[src/design/slrp_pkg.sv]
`timescale 1ns / 1ps

package slrp_pkg;

    // Default sizing, handed to the top level parameters
    localparam int MAX_WIDTH_DEFAULT       = 4096;
    localparam int MAX_ROWS_DEFAULT        = 4096;
    localparam int LINES_PER_STAFF_DEFAULT = 5;

    // Fixed field widths
    localparam int PIXEL_W  = 8;
    localparam int RUN_W    = 13;
    localparam int ROW_W    = 12;
    localparam int LINES_W  = 3;
    localparam int RATIO_W  = 9;
    localparam int WIDTH_W  = 13;
    localparam int CFG_W    = 13;
    localparam int THRESH_W = RATIO_W + WIDTH_W;

    // Config register reset values
    localparam logic [WIDTH_W-1:0] IMAGE_WIDTH_RESET = 13'd4096;
    localparam logic [RATIO_W-1:0] RATIO_Q8_RESET    = 9'd128;

    typedef enum logic [0:0] {
        CFG_IMAGE_WIDTH = 1'b0,
        CFG_RATIO_Q8    = 1'b1
    } cfg_index_t;

    typedef struct packed {
        logic [PIXEL_W-1:0] pixel;
        logic               end_of_row;
        logic               end_of_image;
    } pixel_item_t;

    typedef struct packed {
        logic [ROW_W-1:0] row_number;
        logic [RUN_W-1:0] row_longest_run;
        logic             line_begins;
        logic             staff_ready;
        logic [RUN_W-1:0] staff_center_doubled;
        logic             count_error;
        logic             image_done;
    } row_result_t;

endpackage

[src/design/slrp_in_stage.sv]
`timescale 1ns / 1ps

module slrp_in_stage (
    input  logic                 aclk,
    input  logic                 aresetn,
    input  logic                 s_valid,
    output logic                 s_ready,
    input  slrp_pkg::pixel_item_t s_item,
    output logic                 item_valid,
    output slrp_pkg::pixel_item_t item,
    input  logic                 item_take
);

    logic                  valid_reg;
    logic                  valid_next;
    slrp_pkg::pixel_item_t item_reg;

    assign s_ready = !valid_reg || item_take;

    always_comb begin
        valid_next = valid_reg;
        if (s_valid && s_ready) begin
            valid_next = 1'b1;
        end else if (item_take) begin
            valid_next = 1'b0;
        end
    end

    always_ff @(posedge aclk) begin
        if (!aresetn) begin
            valid_reg <= 1'b0;
        end else begin
            valid_reg <= valid_next;
        end
    end

    always_ff @(posedge aclk) begin
        if (s_valid && s_ready) begin
            item_reg <= s_item;
        end
    end

    assign item_valid = valid_reg;
    assign item       = item_reg;

endmodule

[src/design/slrp_row_core.sv]
`timescale 1ns / 1ps

module slrp_row_core #(
    parameter int MAX_WIDTH       = slrp_pkg::MAX_WIDTH_DEFAULT,
    parameter int MAX_ROWS        = slrp_pkg::MAX_ROWS_DEFAULT,
    parameter int LINES_PER_STAFF = slrp_pkg::LINES_PER_STAFF_DEFAULT
) (
    input  logic                          aclk,
    input  logic                          aresetn,
    input  logic                          cfg_wr_en,
    input  logic [0:0]                    cfg_index,
    input  logic [slrp_pkg::CFG_W-1:0]    cfg_wdata,
    input  logic                          item_valid,
    input  slrp_pkg::pixel_item_t         item,
    output logic                          item_take,
    input  logic                          res_ready,
    output logic                          res_valid,
    output slrp_pkg::row_result_t         result
);

    localparam int RunCapInt = (MAX_WIDTH < 8191) ? MAX_WIDTH : 8191;
    localparam int RowCapInt = (MAX_ROWS - 1 < 4095) ? MAX_ROWS - 1 : 4095;
    localparam logic [slrp_pkg::RUN_W-1:0] RUN_CAP = slrp_pkg::RUN_W'(RunCapInt);
    localparam logic [slrp_pkg::ROW_W-1:0] ROW_CAP = slrp_pkg::ROW_W'(RowCapInt);
    localparam logic [slrp_pkg::LINES_W:0] GROUP_SIZE =
        (slrp_pkg::LINES_W + 1)'(LINES_PER_STAFF);

    logic [slrp_pkg::WIDTH_W-1:0] width_reg;
    logic [slrp_pkg::RATIO_W-1:0] ratio_reg;

    logic [slrp_pkg::RUN_W-1:0]   cur_run_reg;
    logic [slrp_pkg::RUN_W-1:0]   longest_reg;
    logic [slrp_pkg::ROW_W-1:0]   row_reg;
    logic                         prev_qual_reg;
    logic [slrp_pkg::LINES_W-1:0] lines_reg;
    logic [slrp_pkg::ROW_W-1:0]   third_reg;
    logic [slrp_pkg::ROW_W-1:0]   fourth_reg;

    logic                          pix_set;
    logic                          row_end;
    logic [slrp_pkg::RUN_W-1:0]    run_next;
    logic [slrp_pkg::RUN_W-1:0]    longest_next;
    logic [slrp_pkg::THRESH_W-1:0] thresh;
    logic [slrp_pkg::THRESH_W-1:0] run_scaled;
    logic                          qualifies;
    logic                          begins;
    logic [slrp_pkg::LINES_W-1:0]  lines_inc;
    logic [slrp_pkg::LINES_W-1:0]  lines_next;
    logic [slrp_pkg::ROW_W-1:0]    third_next;
    logic [slrp_pkg::ROW_W-1:0]    fourth_next;
    logic                          group_done;
    logic [slrp_pkg::RUN_W-1:0]    center;

    always_comb begin
        pix_set = item.pixel != '0;
        row_end = item.end_of_row || item.end_of_image;

        if (!pix_set) begin
            run_next = '0;
        end else if (cur_run_reg < RUN_CAP) begin
            run_next = cur_run_reg + 1'b1;
        end else begin
            run_next = cur_run_reg;
        end
        longest_next = (run_next > longest_reg) ? run_next : longest_reg;

        // run * 256 > ratio * width
        thresh     = slrp_pkg::THRESH_W'(ratio_reg) * slrp_pkg::THRESH_W'(width_reg);
        run_scaled = {1'b0, longest_next, 8'd0};
        qualifies  = run_scaled > thresh;
        begins     = qualifies && !prev_qual_reg;

        lines_inc   = lines_reg + 1'b1;
        third_next  = (begins && lines_inc == 3'd3) ? row_reg : third_reg;
        fourth_next = (begins && lines_inc == 3'd4) ? row_reg : fourth_reg;
        // wrap to zero also closes a group (at the eighth line, when LINES_PER_STAFF is 8 or more)
        group_done  = begins && ({1'b0, lines_inc} >= GROUP_SIZE || lines_inc == '0);
        if (group_done) begin
            lines_next = '0;
        end else if (begins) begin
            lines_next = lines_inc;
        end else begin
            lines_next = lines_reg;
        end
        center = {1'b0, third_next} + {1'b0, fourth_next};

        result.row_number           = row_reg;
        result.row_longest_run      = longest_next;
        result.line_begins          = begins;
        result.staff_ready          = group_done;
        result.staff_center_doubled = group_done ? center : '0;
        result.count_error          = item.end_of_image && (lines_next != '0);
        result.image_done           = item.end_of_image;

        item_take = item_valid && (!row_end || res_ready);
        res_valid = item_valid && row_end && res_ready;
    end

    always_ff @(posedge aclk) begin
        if (!aresetn) begin
            width_reg     <= slrp_pkg::IMAGE_WIDTH_RESET;
            ratio_reg     <= slrp_pkg::RATIO_Q8_RESET;
            cur_run_reg   <= '0;
            longest_reg   <= '0;
            row_reg       <= '0;
            prev_qual_reg <= 1'b0;
            lines_reg     <= '0;
            third_reg     <= '0;
            fourth_reg    <= '0;
        end else begin
            if (cfg_wr_en) begin
                unique case (slrp_pkg::cfg_index_t'(cfg_index))
                    slrp_pkg::CFG_IMAGE_WIDTH: begin
                        width_reg <= cfg_wdata[slrp_pkg::WIDTH_W-1:0];
                    end
                    slrp_pkg::CFG_RATIO_Q8: begin
                        ratio_reg <= cfg_wdata[slrp_pkg::RATIO_W-1:0];
                    end
                    default: begin
                    end
                endcase
            end
            if (item_take) begin
                if (row_end) begin
                    cur_run_reg <= '0;
                    longest_reg <= '0;
                    if (item.end_of_image) begin
                        row_reg       <= '0;
                        prev_qual_reg <= 1'b0;
                        lines_reg     <= '0;
                        third_reg     <= '0;
                        fourth_reg    <= '0;
                    end else begin
                        prev_qual_reg <= qualifies;
                        lines_reg     <= lines_next;
                        third_reg     <= group_done ? '0 : third_next;
                        fourth_reg    <= group_done ? '0 : fourth_next;
                        if (row_reg < ROW_CAP) begin
                            row_reg <= row_reg + 1'b1;
                        end
                    end
                end else begin
                    cur_run_reg <= run_next;
                    longest_reg <= longest_next;
                end
            end
        end
    end

`ifndef SYNTHESIS
    a_res_only_on_take: assert property (@(posedge aclk) disable iff (!aresetn)
        res_valid |-> item_take && row_end)
        else $error("result issued without consuming a row end");

    a_staff_needs_line: assert property (@(posedge aclk) disable iff (!aresetn)
        res_valid && result.staff_ready |-> result.line_begins)
        else $error("staff closed on a row that starts no line");

    a_image_clears: assert property (@(posedge aclk) disable iff (!aresetn)
        item_take && item.end_of_image |=> row_reg == '0 && lines_reg == '0
            && !prev_qual_reg)
        else $error("image state not cleared after last row");

    a_group_bound: assert property (@(posedge aclk) disable iff (!aresetn)
        (LINES_PER_STAFF == 8) || ({1'b0, lines_reg} < GROUP_SIZE))
        else $error("line group count out of range");

    a_run_cap: assert property (@(posedge aclk) disable iff (!aresetn)
        cur_run_reg <= RUN_CAP && cur_run_reg <= longest_reg)
        else $error("run counter beyond cap or above row maximum");
`endif

endmodule

[src/design/slrp_out_stage.sv]
`timescale 1ns / 1ps

module slrp_out_stage (
    input  logic                  aclk,
    input  logic                  aresetn,
    input  logic                  res_valid,
    input  slrp_pkg::row_result_t result,
    output logic                  res_ready,
    output logic                  m_valid,
    input  logic                  m_ready,
    output slrp_pkg::row_result_t m_result
);

    logic                  valid_reg;
    logic                  valid_next;
    slrp_pkg::row_result_t result_reg;

    // free when empty or the held item leaves this cycle
    assign res_ready = !valid_reg || m_ready;

    always_comb begin
        valid_next = valid_reg;
        if (res_valid) begin
            valid_next = 1'b1;
        end else if (m_ready) begin
            valid_next = 1'b0;
        end
    end

    always_ff @(posedge aclk) begin
        if (!aresetn) begin
            valid_reg <= 1'b0;
        end else begin
            valid_reg <= valid_next;
        end
    end

    always_ff @(posedge aclk) begin
        if (res_valid) begin
            result_reg <= result;
        end
    end

    assign m_valid  = valid_reg;
    assign m_result = result_reg;

endmodule

[src/design/staff_line_row_projection.sv]
`timescale 1ns / 1ps
// A row-end item moves from the input register to the result register once
// the result register is free. Throughput: one pixel item per cycle while no
// row end waits for the result register; one result item per completed row.
// The per-pixel run tracking and the qualify multiply sit between the input
// register and the result register, so each unstalled cycle retires one item.
// Reset (aresetn low, synchronous): both stages empty, row state cleared,
// image_width back to 4096 and ratio_q8 back to 128.

module staff_line_row_projection #(
    parameter int MAX_WIDTH       = slrp_pkg::MAX_WIDTH_DEFAULT,
    parameter int MAX_ROWS        = slrp_pkg::MAX_ROWS_DEFAULT,
    parameter int LINES_PER_STAFF = slrp_pkg::LINES_PER_STAFF_DEFAULT
) (
    input  logic                       aclk,
    input  logic                       aresetn,
    // configuration writes: index 0 image_width, index 1 ratio_q8
    input  logic                       cfg_wr_en,
    input  logic [0:0]                 cfg_index,
    input  logic [slrp_pkg::CFG_W-1:0] cfg_wdata,
    // pixel items in raster order
    input  logic                       s_valid,
    output logic                       s_ready,
    input  slrp_pkg::pixel_item_t      s_item,
    // one result item per completed row
    output logic                       m_valid,
    input  logic                       m_ready,
    output slrp_pkg::row_result_t      m_result
);

    logic                  item_valid;
    logic                  item_take;
    slrp_pkg::pixel_item_t item;
    logic                  res_valid;
    logic                  res_ready;
    slrp_pkg::row_result_t result;

    // Input register: takes a new pixel whenever the held one retires.
    slrp_in_stage u_in (
        .aclk       (aclk),
        .aresetn    (aresetn),
        .s_valid    (s_valid),
        .s_ready    (s_ready),
        .s_item     (s_item),
        .item_valid (item_valid),
        .item       (item),
        .item_take  (item_take)
    );

    // Row tracking, line and staff grouping. Pixels that do not end a row
    // retire without waiting on the output; a row end waits for a free
    // result register.
    slrp_row_core #(
        .MAX_WIDTH       (MAX_WIDTH),
        .MAX_ROWS        (MAX_ROWS),
        .LINES_PER_STAFF (LINES_PER_STAFF)
    ) u_core (
        .aclk       (aclk),
        .aresetn    (aresetn),
        .cfg_wr_en  (cfg_wr_en),
        .cfg_index  (cfg_index),
        .cfg_wdata  (cfg_wdata),
        .item_valid (item_valid),
        .item       (item),
        .item_take  (item_take),
        .res_ready  (res_ready),
        .res_valid  (res_valid),
        .result     (result)
    );

    // Result register: holds a finished row while the next pixels flow in.
    slrp_out_stage u_out (
        .aclk      (aclk),
        .aresetn   (aresetn),
        .res_valid (res_valid),
        .result    (result),
        .res_ready (res_ready),
        .m_valid   (m_valid),
        .m_ready   (m_ready),
        .m_result  (m_result)
    );

endmodule

[config.mk]
export PLATFORM = sky130hd
export DESIGN_NAME = staff_line_row_projection
export DESIGN_NICKNAME = d
export VERILOG_FILES = /design/src/design/slrp_pkg.sv /design/src/design/slrp_in_stage.sv /design/src/design/slrp_row_core.sv /design/src/design/slrp_out_stage.sv /design/src/design/staff_line_row_projection.sv
export SDC_FILE = /design/constraint.sdc
export NUM_CORES = 1
export LEC_CHECK = 0
export ABC_AREA = 0
export BUFFER_PORTS_ARGS = -buffer_cell sky130_fd_sc_hd__buf_2
export CAP_MARGIN = 20
export CORE_ASPECT_RATIO = 2
export CORE_MARGIN = 3
export CORE_UTILIZATION = 35
export DETAILED_ROUTE_END_ITERATION = 10
export PLACE_DENSITY_LB_ADDON = 0.1
export SKIP_CTS_REPAIR_TIMING = 1
export SYNTH_ARGS = -nofsm -noshare
export SYNTH_HDL_FRONTEND = slang
export SYNTH_HIERARCHICAL = 1
export SYNTH_SLANG_ARGS = --single-unit
[constraint.sdc]
create_clock -name aclk -period 20.3 [get_ports aclk]
set_input_delay 1.015 -clock aclk [delete_from_list [all_inputs] [get_ports aclk]]
set_output_delay 1.015 -clock aclk [all_outputs]
set_load 0.1 [all_outputs]
Word-level counts from Yosys, hierarchy flattened
Index checks and enable logic that the tools add are counted.
Widths: inputs -> output; s select.
{"block": "classes", "div_mod_pow": 0, "n_mul": 1, "add_sub_neg": 4, "muxes": 21, "n_eq_ne": 2, "reduce_logical": 28, "shift": 0, "bitwise_logic": 1, "magnitude_cmp": 5}
{"operator": "$mux 12", "n": 8}
{"operator": "$mux 13", "n": 5}
{"operator": "$gt 21x22->1", "n": 1}
{"operator": "$mul 9x13->22", "n": 1}
{"operator": "$add 12x12->13", "n": 1}
{"operator": "$add 13x1->13 const B", "n": 1}
{"operator": "$gt 13x13->1", "n": 1}
{"operator": "$lt 13x13->1 const B", "n": 1}
{"operator": "$add 12x1->12 const B", "n": 1}
{"operator": "$lt 12x12->1 const B", "n": 1}
{"operator": "$logic_and 1x1->1", "n": 9}
{"operator": "$mux 3", "n": 3}
{"operator": "$reduce_bool 8->1", "n": 1}
{"operator": "$reduce_and 2->1", "n": 3}
{"operator": "$reduce_bool 2->1", "n": 3}
{"operator": "$logic_or 1x1->1", "n": 5}
{"operator": "$mux 1", "n": 5}
{"operator": "$logic_not 1->1", "n": 4}
{"operator": "$add 3x1->3 const B", "n": 1}
{"operator": "$eq 3x2->1 const B", "n": 1}
{"operator": "$eq 3x3->1 const B", "n": 1}
{"operator": "$ge 3x3->1 const B", "n": 1}
{"operator": "$logic_not 3->1", "n": 1}
{"operator": "$reduce_and 3->1", "n": 1}
{"operator": "2 further kinds", "n": 2}
{"block": "totals", "latchBits": 0, "romBits": 0, "reg_bits": 142, "output_inout_bits": 44, "mem_count": 0, "ram_bits": 0}

Longest topological paths before layout
Gate-level depths: netlist (run 1).
{"block": "depth", "depth_word": 11, "ltp_mapped": 41, "ltp_nobuf": 39}

Cells and area by module
Netlist (run 1), hierarchy kept.
{"mod": "slrp_row_core", "instances": 1, "area_each_um2": 9151.3, "cells_per_inst": 1066}
{"mod": "slrp_out_stage", "instances": 1, "area_each_um2": 1310.0, "cells_per_inst": 46}
{"mod": "slrp_in_stage", "instances": 1, "area_each_um2": 357.8, "cells_per_inst": 15}

Worst setup path after synthesis (run 1)
Ideal clock, no wire load.
{"block": "synth_path", "path_kind": "register to register", "from": "register u_core/ratio_reg[2] (netlist name)", "to": "register u_out.result_reg, in the netlist u_out/m_result[14] (data pin)", "path_buffers": 2, "setup_time_ns": 0.257, "path_slack_ns": 11.791, "path_stages_with_launch": 39, "arrival_ns": 8.252, "path_cell_list": "dfxtp_1 clkbuf_1 nand2_1 fa_1 inv_1 fa_1 inv_1 fa_1 fa_1 inv_1 ha_1 o21a_1 o21ai_0 a2111oi_0 nor2_1 a21oi_1 and4b_1 nor3_1 [3 not listed] o31a_1 o22ai_1 nor3b_1 mux2i_4 nor2_4 buf_8 mux2_4 ha_1 inv_1 fa_1 nor2b_1 o21ai_0 a21boi_0 o211ai_1 a21oi_1 a2111oi_0 nand3b_1 a21oi_1"}
{"block": "synth_via", "elab_chain_cells": 6, "elab_cells_between_ends": 9, "cone_classes": "add/sub (1); mul (1); order compare (1); mux (2); reduce/logical (4)"}
{"item": "start: declaration", "line": "slrp_row_core.sv:29", "rtl": "logic [slrp_pkg::RATIO_W-1:0] ratio_reg;"}
{"item": "start signal: assignment", "line": "slrp_row_core.sv:102", "rtl": "ratio_reg <= slrp_pkg::RATIO_Q8_RESET;"}
{"item": "start signal: assignment", "line": "slrp_row_core.sv:117", "rtl": "ratio_reg <= cfg_wdata[slrp_pkg::RATIO_W-1:0];"}
{"item": "$mul 9x13->22 (*)", "line": "slrp_row_core.sv:68", "rtl": "thresh = slrp_pkg::THRESH_W'(ratio_reg) * slrp_pkg::THRESH_W'(width_reg);"}
{"item": "$gt 21x22->1 (*)", "line": "slrp_row_core.sv:70", "rtl": "qualifies = run_scaled > thresh;"}
{"item": "$logic_and 1x1->1 (*)", "line": "slrp_row_core.sv:71", "rtl": "begins = qualifies && !prev_qual_reg;"}
{"item": "$logic_and 1x1->1, on equally long branches", "line": "slrp_row_core.sv:74, slrp_row_core.sv:75"}
{"item": "$mux 12, on equally long branches", "line": "slrp_row_core.sv:74, slrp_row_core.sv:75"}
{"item": "$add 12x12->13", "line": "slrp_row_core.sv:85", "rtl": "center = {1'b0, third_next} + {1'b0, fourth_next};"}
{"item": "end signal: assignment", "line": "slrp_out_stage.sv:40", "rtl": "result_reg <= result;"}
{"item": "end: declaration", "line": "slrp_out_stage.sv:16", "rtl": "slrp_pkg::row_result_t result_reg;"}
Every way passes the cells marked *; elsewhere a longest branch is shown, timed or not.
A chain may end at the register's enable or synchronous reset.

Worst setup path in the final report (run 1)
Same ends and word-level chain as after synthesis.

==> summary.txt, run 1 <==
Outcome
  • Status: complete, no violations

Placed design
  • PortBufs: 72
  • Detail Placement HPWL: 23.84 mm
  • Placed Instances: 1519
  • GPL Wtd Cong: 0.8294

Logic synthesis
  • Register bit total from synthesis: 142
  • Area leader, netlist: dfxtp_1
  • Synthesized area per cell: 9.600 sq um
  • EDFF count, synth: 52
  • Sequential area share after synthesis: 31.09%
  • Mapped Nets: 1321
  • Top post-synthesis cells by count: nand2_1, inv_1, dfxtp_1, ha_1, fa_1
  • Fraction of registers with async set/reset: 0%
  • Synth top area share: 16.65%
  • Mapped Area: 0.01082 sq mm
  • Syn. warnings: 6
  • Cells after Synth: 1127
  • Main synth FF type: dfxtp_1
  • Top cells by area, synth: dfxtp_1, fa_1, edfxtp_1
  • Most common cell in the netlist: nand2_1
  • Distinct cells, synth: 77

Setup path
  • Worst Path Buf+Inv: 5
  • CP max stage delay: 0.67 ns
  • Worst setup SP type: register
  • Worst EP required: 20.48 ns
  • Top delay family on crit path: adder cells
  • Max stage delay cell, worst path: dfxtp_1
  • Crit end category: register
  • Worst Path Max Fanout: 14
  • Data arrival time of the critical path: 9.87 ns
  • CP Class: reg2reg

Power and ir drop
  • Leakage: 5.263 nW
  • Logic pwr share: 15.3%
  • Int Pwr: 0.0005017 W
  • Sw Ratio: 31.08%
  • Sequential share of power: 43.2%
  • Max IR drop VDD: 65.90 uV
  • Power Dens Cells: 60.82 mW/mm^2
  • Power share of the clock group: 41.4%
  • Sw Pwr: 0.0002263 W

Detailed routing
  • Drt pass-1 iters: 4
  • Wire per inst: 18.87 microns
  • Number of DRC markers in iteration 0: 336
  • Drt drc: 0
  • Average vias per placed instance: 5.134
  • Antenna Violating Nets Remaining: 0
  • Via count: 7963
  • WL final: 29.27 mm

Global routing
  • Grt ovf: 0
  • GR Layer Usage met2: 40.45%
  • Most used routing layer: met2
  • Total GRT Usage: 18.50%
  • Met3 Usage GRT: 2.767%
  • Antenna violations before repair: 0
  • Largest net degree at the start of global routing: 51
  • Vias in the first global route: 8611
  • GR Util met1: 14.95%
  • First-pass GRT wire length: 45.92 mm

CTS
  • Number of buffers created by CTS: 17
  • Sink Count: 142
  • H-tree depth: 4
  • Clk_lat worst skew: 0.45 ns
  • Max Root-Sink Buffers: 2
  • CTS clk-pin slew, worst paths: 0.07 ns
  • CTS tree: yes
  • Root buffer selected by CTS: clkbuf_16

STA
  • Fin. max-slew vios: 0
  • TNS Setup: 0 ns
  • Final worst-path cycle share: 47.72%
  • Fmax: 103.2 MHz
  • RSZ-0062 raised after global routing: no
  • Final Skew: 0.01139 ns
  • Hold WS: 0.4734 ns
  • Pin slew with the least headroom to its limit: 1.068 ns
  • Setup violators final: 0
  • Relative slew slack: 28.30%
  • Time the worst path needs with I/O delays and setup: 9.687 ns
  • Final Hold Fails: 0

Run
  • Max Cap Viol: 0

Layout
  • Largest register FFs: 42
  • Register area: 0.003363 sq mm
  • Multi-input gate area: 0.006673 sq mm
  • Synth-to-layout area growth: 10.64%
  • Non-filler instance count after layout: 1551
  • Share of cells above drive strength 1: 13.10%
  • # nets final: 1364
  • Antenna diode count: 0
  • Fillers: 3070

Die
  • Chip height: 254.6 microns
  • Starting Density: 35.72%
  • Area of the die: 0.03318 sq mm
  • # IOs: 73
  • Row Count: 90
  • Die W: 130.3 microns
  • Core ar.: 0.03029 sq mm

Min path
  • HP Class: reg2reg
## cell families after synthesis
| group | count (synthesis) | share of synthesized area, % |
|---|---|---|
| simple gates | 369 | 17.08 |
| mux | 31 | 3.909 |
| fa+ha+maj | 165 | 24.56 |
| xor+xnor | 43 | 3.481 |
| buf+inv | 191 | 7.286 |
| flops | 142 | 31.09 |
| compound gates | 186 | 12.59 |
## power groups by stage
stage	sequential [W]	clock, W	combinational [W]
finish	0.000315	0.000302	0.000112
CTS	0.000315	0.000311	0.000114
detailed placement	0.000321	0	0.000114
global route	0.000316	0.000322	0.000123
global placement	0.000321	0	0.000114
floorplan	0.000349	0	0.0000553
## final timing paths
kind                                         endpoint  cells after the start  slack [ns]             startpoint
worst max-delay path               u_out/m_result[14]                     39       10.61    u_core/ratio_reg[2]
worst min-delay path            u_core/longest_reg[9]                      1        0.47  u_core/longest_reg[9]
worst max register to register     u_out/m_result[14]                     39       10.61    u_core/ratio_reg[2]
worst min register to register  u_core/longest_reg[9]                      1        0.47  u_core/longest_reg[9]
## cell usage in the layout (no fill, tap or decap), types with 7 or more instances in the layout
cell	count
a21boi_0	24
a21o_1	9
a21oi_1	30
a22o_1	36
a22oi_1	12
and2_1	68
and3_1	7
buf_2	72
clkbuf_16	17
dfxtp_1	90
edfxtp_1	52
fa_1	79
ha_1	86
inv_1	135
mux2_4	18
nand2_1	140
nand3_1	17
nand4_1	11
nor2_1	52
nor2b_1	18
nor3_1	15
o21ai_0	27
xnor2_1	15
xor2_1	28
## metrics by stage
stage	setup slack [ns]	cell area, sq um	utilization, %	power [W]
final	10.61	11970	39.52	0.0007280
after global routing	9.775	11970	39.52	0.0007609
after CTS	10.60	11970	39.52	0.0007406
after detailed placement	10.65	11420	37.70	0.0004350
after global placement	10.83	11410	37.68	0.0004348
after floorplan	11.79	10820	-	0.0004042
## cell type report
cell class | count | area share (%)
multi-input combinational | 794 | 55.74
clock inverter | 13 | 0.9721
inverter | 137 | 4.338
sequential | 142 | 28.10
tap | 368 | 3.847
timing repair buffer | 78 | 3.387
clock buffer | 19 | 3.617
## worst register-to-register path: cells and delay by family (launching register included)
family                     cells  cell delay, ns
AOI/OAI and AO/OA             12            2.79
adders and majority gates      9            2.90
buffers and inverters          5            0.30
DFF                            1            0.67
muxes                          2            0.64
and+or+nand+nor               11            2.13
## routing by layer
layer / routed length (microns) / part of all wire, %
met5: 0 / 0
met4: 1026 / 3.5
met3: 554 / 1.9
met2: 18740 / 64
met1: 8947 / 31
Note: power is estimated with default switching activity, not from simulation.
==> run 2, diff against run 1 <==
Settings changed: ABC_AREA 0 to 1.
Clock period 20.3 ns to 8.4 ns, I/O delays scaled along.
==> summary.txt, run 2 <==
Setup path
  • Worst path most repeated cell: nand2_1
  • Worst setup SP type: register
  • Crit end category: register
  • Data arrival time of the critical path: 8.02 ns
  • CP max stage delay: 0.54 ns
  • Worst Path Max Fanout: 12
  • Max stage delay cell, worst path: fa_1
  • CP Class: reg2reg
  • Worst EP required: 8.70 ns

CTS
  • Sink Count: 142
  • H-tree depth: 4
  • Number of buffers created by CTS: 17
  • Root buffer selected by CTS: clkbuf_16
  • CTS clk-pin slew, worst paths: 0.07 ns
  • Clk_lat worst skew: 0.45 ns
  • CTS tree: yes
  • Max Root-Sink Buffers: 2

Layout
  • Commonest non-fill, non-tap cell in the layout: nand2_1
  • Most frequent cells in the layout: nand2_1, inv_1, nor2_1, ha_1
  • Largest register FFs: 42
  • Non-filler instance count after layout: 1967
  • # nets final: 1725
  • Share of cells above drive strength 1: 13.41%
  • Synth-to-layout area growth: 13.53%
  • Antenna diode count: 0

STA
  • Final Hold Fails: 0
  • Relative slew slack: 23.21%
  • Final worst-path cycle share: 91.92%
  • TNS Setup: 0 ns
  • Setup violators final: 0
  • Pin slew with the least headroom to its limit: 1.148 ns
  • Time the worst path needs with I/O delays and setup: 7.721 ns
  • Fin. max-slew vios: 0
  • RSZ-0062 raised after global routing: no
  • Final Skew: 0.009331 ns
  • Fmax: 129.5 MHz

Logic synthesis
  • Main combinational cell family by area after synthesis: simple AND/OR/NAND/NOR gates
  • Simple-gate share of the synthesized area: 23.87%
  • Area leader, netlist: dfxtp_1
  • Syn. warnings: 6
  • Distinct cells, synth: 51
  • Fraction of the mapped netlist area in adder cells: 23.74%
  • Top cells by area, synth: dfxtp_1, fa_1, edfxtp_1
  • Mux contribution to synthesized area: 0%
  • EDFF count, synth: 52
  • Cells after Synth: 1466
  • Top post-synthesis cells by count: nand2_1, inv_1, nor2_1, dfxtp_1, ha_1
  • Register bit total from synthesis: 142
  • Most common cell in the netlist: nand2_1
  • Synth top area share: 16.10%
  • Synthesized area per cell: 7.635 sq um
  • Mapped Nets: 1660
  • XOR/XNOR Fraction of Synth Area: 1.487%
  • Compound-Gate Fraction of Synth Area: 9.121%
  • Sequential area share after synthesis: 30.05%
  • Main synth FF type: dfxtp_1
  • Fraction of registers with async set/reset: 0%
  • Mapped Area: 0.01119 sq mm

Detailed routing
  • WL final: 32.55 mm
  • Drt pass-1 iters: 5
  • Number of DRC markers in iteration 0: 376
  • Drt drc: 0
  • Antenna Violating Nets Remaining: 0
  • Wire per inst: 16.55 microns
  • Via count: 9241
  • Average vias per placed instance: 4.698

Placed design
  • Placed Instances: 1933
  • Detail Placement HPWL: 25.91 mm
  • PortBufs: 72
  • GPL Wtd Cong: 0.8669

Power and ir drop
  • Max IR drop VDD: 143.9 uV
  • Power Dens Cells: 154.5 mW/mm^2
  • Leakage: 6.338 nW
  • Power, Total: 0.001964 W

Global routing
  • Total GRT Usage: 19.54%
  • Grt ovf: 0
  • Largest net degree at the start of global routing: 57
  • First-pass GRT wire length: 51.03 mm
  • Vias in the first global route: 9722
  • Antenna violations before repair: 0

Die
  • Area of the die: 0.03429 sq mm
  • Die W: 132.5 microns
  • Core ar.: 0.03154 sq mm
  • Starting Density: 35.49%
  • # IOs: 73
  • Row Count: 92
  • Chip height: 258.9 microns

Outcome
  • Status: complete, no violations

Min path
  • HP Class: in2reg

Run
  • Max Cap Viol: 0
==> run 2: changes by cell type in the layout (fill, tap and decap cells not counted), moves of 19 or more <==
cell / previous run / this run
nand2_1: 140 / 410
inv_1: 135 / 271
and2_1: 68 / 1
nor2_1: 52 / 111
a21oi_1: 30 / 81
a22o_1: 36 / 0
nand3_1: 17 / 52
o21ai_0: 27 / 52
a21boi_0: 24 / 0
a21oi_2: 0 / 22
buf_4: 6 / 25
==> run 2: path summary, 6_finish.rpt <==
check | from | end | slack [ns] | cells past startpoint
worst min register to register | u_core/longest_reg[1] | u_core/longest_reg[1] | 0.47 | 2
worst max register to register | u_core/ratio_reg[8] | u_out/m_result[14] | 0.68 | 48
worst max-delay path | u_core/ratio_reg[8] | u_out/m_result[14] | 0.68 | 48
worst min-delay path | s_item[0] | u_in/item[0] | 0.14 | 1
==> run 2: kinds of logic after synthesis <==
logic type | after synthesis
AOI/OAI and AO/OA | 177
xor gates and xnor gates | 19
adders and majority gates | 165
buffers and inverters | 334
DFF | 142
and+or+nand+nor | 629
==> run 2: area by class of cell <==
class	count	area, sq um
well taps	423	529.3
clock inverters	15	210.2
clock buffers	17	425.4
multi-input cells	991	6551
flip-flops and latches	142	3379
inverters	282	1064
repair buffers	97	548.0
fillers	3436	18830
==> run 2: critical path: cells and delay by family, from the launching register on <==
| kind | cells | cell delay (ns) |
|---|---|---|
| flip-flops | 1 | 0.38 |
| AO/OA/AOI/OAI | 9 | 1.23 |
| buffers and inverters | 10 | 0.85 |
| adder cells (fa/ha/maj) | 8 | 3.15 |
| AND/OR/NAND/NOR | 21 | 1.96 |
==> run 2: where the power goes <==
part           internal, W  switching (W)
combinational     0.000114       0.000276
clock             0.000435       0.000381
sequential        0.000734      0.0000237
==> run 2: per-stage QoR <==
step | hold WS (ns) | setup WS (ns) | instance area (sq um) | utilization [%]
4_1_cts | 0.1161 | 0.09410 | 12650 | 40.09
5_1_grt | 0.1205 | 0.02415 | 12710 | 40.29
3_5_place_dp | 0.4558 | 0.1146 | 12010 | 38.08
3_3_place_gp | 0.4535 | 0.3135 | 12010 | 38.08
6_report | 0.1437 | 0.6789 | 12710 | 40.29
2_1_floorplan | 0.4435 | 1.141 | 11190 | -
==> run 2: metal layers <==
metal	global-route usage [%]	vias up	wire [microns]
met2	42.07	125	19730
met5	0	-	0
met3	2.250	62	552
met1	16.25	4383	10490
met4	11.07	0	1778
li1	-	4671	-
==> run 3, diff against run 2 <==
Settings changed: CORE_MARGIN 3 to 4.
==> summary.txt, run 3 (synthesis gave the netlist of run 2 again) <==
Die
  • Chip height: 260.9 microns
  • Starting Density: 35.49%
  • Area of the die: 0.03508 sq mm
  • Row Count: 92
  • # IOs: 73
  • Die W: 134.5 microns
  • Core ar.: 0.03154 sq mm

CTS
  • Clk_lat worst skew: 0.45 ns
  • Sink Count: 142
  • Number of buffers created by CTS: 17
  • Max Root-Sink Buffers: 2
  • CTS tree: yes
  • H-tree depth: 4
  • Root buffer selected by CTS: clkbuf_16
  • CTS clk-pin slew, worst paths: 0.07 ns

Placed design
  • PortBufs: 72
  • GPL Wtd Cong: 0.8777
  • Detail Placement HPWL: 25.79 mm
  • Pre-CTS setup slack: 0.2362 ns

Setup path
  • CP max stage delay: 0.55 ns
  • CP Class: reg2reg
  • Max stage delay cell, worst path: fa_1
  • Worst setup SP type: register
  • Data arrival time of the critical path: 8.02 ns
  • Worst Path Max Fanout: 10
  • Worst EP required: 8.69 ns
  • Worst path most repeated cell: nand2_1
  • Crit end category: register

Power and ir drop
  • Logic pwr share: 20.7%
  • Power share of the clock group: 39.3%
  • Power Dens Cells: 149.3 mW/mm^2
  • Leakage: 6.385 nW
  • Sequential share of power: 40.0%
  • Max IR drop VDD: 136.5 uV
  • Sw Pwr: 0.0006463 W
  • Sw Ratio: 34.10%
  • Int Pwr: 0.001249 W

Layout
  • Fillers: 3375
  • Synth-to-layout area growth: 13.40%
  • Share of cells above drive strength 1: 13.91%
  • Commonest non-fill, non-tap cell in the layout: nand2_1
  • Antenna diode count: 0
  • Most frequent cells in the layout: nand2_1, inv_1, nor2_1, ha_1, a21oi_1
  • # nets final: 1734
  • Largest register FFs: 42

Outcome
  • Status: complete, no violations

STA
  • Fin. max-slew vios: 0
  • Final Skew: 0.01419 ns
  • Time the worst path needs with I/O delays and setup: 7.728 ns
  • TNS Setup: 0 ns
  • Final setup margin: 0.6717 ns
  • Setup violators final: 0
  • Final worst-path cycle share: 92.00%
  • RSZ-0062 raised after global routing: no
  • Fmax: 129.4 MHz
  • Pin slew with the least headroom to its limit: 0.9826 ns
  • Final Hold Fails: 0
  • Relative slew slack: 34.50%

Detailed routing
  • Via count: 9279
  • WL final: 32.21 mm
  • Drt pass-1 iters: 5
  • Wire per inst: 16.30 microns
  • Number of DRC markers in iteration 0: 304
  • Average vias per placed instance: 4.696
  • Antenna Violating Nets Remaining: 0
  • Drt drc: 0

Global routing
  • Grt ovf: 0
  • First-pass GRT wire length: 51.23 mm
  • Largest net degree at the start of global routing: 57
  • Vias in the first global route: 9766
  • Total GRT Usage: 19.22%
  • Antenna violations before repair: 0

Min path
  • HP Class: in2reg

Run
  • Max Cap Viol: 0
-- run 3: cell count changes in the layout (fill, tap and decap cells not counted), moves of 2 or more --
cell / previous run / this run
buf_4: 25 / 33
dfxtp_2: 7 / 10
clkinv_8: 6 / 0
clkinv_4: 0 / 3
dfxtp_1: 81 / 79
inv_4: 2 / 4
-- run 3: layout make-up --
type / count / area [sq um] / share of cell area (%)
clock buffers: 19 / 442.9 / 3.489
inverters: 282 / 1064 / 8.379
flip-flops and latches: 142 / 3379 / 26.62
repair buffers: 106 / 619.3 / 4.879
well taps: 423 / 529.3 / 4.170
multi-input cells: 991 / 6540 / 51.52
clock inverters: 13 / 118.9 / 0.9364
-- run 3: worst paths after layout --
kind,startpoint,end,slack [ns],cells after the start
setup / recovery,u_core/ratio_reg[6],u_out/m_result[14],0.67,46
hold / removal,s_item[2],u_in/item[2],0.15,1
setup reg to reg,u_core/ratio_reg[6],u_out/m_result[14],0.67,46
hold reg to reg,u_core/cur_run_reg[7],u_core/cur_run_reg[7],0.47,2
-- run 3: power groups by stage --
stage | combinational [W] | sequential (W) | clock, W
final | 0.000393 | 0.000758 | 0.000745
after global routing | 0.000442 | 0.000760 | 0.000798
after CTS | 0.000398 | 0.000757 | 0.000772
after detailed placement | 0.000396 | 0.000773 | 0
after global placement | 0.000395 | 0.000773 | 0
after floorplan | 0.000236 | 0.000826 | 0
-- run 3: worst max-delay path: cells and delay by family, from the launching register on --
family,cells,cell delay (ns)
fa+ha+maj,8,3.22
simple gates,21,2.07
compound gates,8,1.21
buf+inv,9,0.58
flops,1,0.50
-- run 3: per-stage QoR --
step	util, %	cell area, sq um	hold slack, ns	power, W	std cells
floorplan	-	11190	0.4435	0.001062	1466
global placement	38.20	12050	0.4526	0.001168	1938
detailed placement	38.20	12050	0.4558	0.001168	1938
CTS	39.98	12610	0.1123	0.001927	1970
global route	40.25	12690	0.1224	0.002000	1976
finish	40.25	12690	0.1460	0.001896	1976
-- run 3: per-layer routing --
metal / share of wire (%) / vias up / track usage (%)
met2: 60 / 137 / 40.83
met3: 2.0 / 66 / 2.411
met5: 0 / - / 0
met4: 6.2 / 0 / 10.82
met1: 32 / 4374 / 16.30
li1: - / 4702 / -
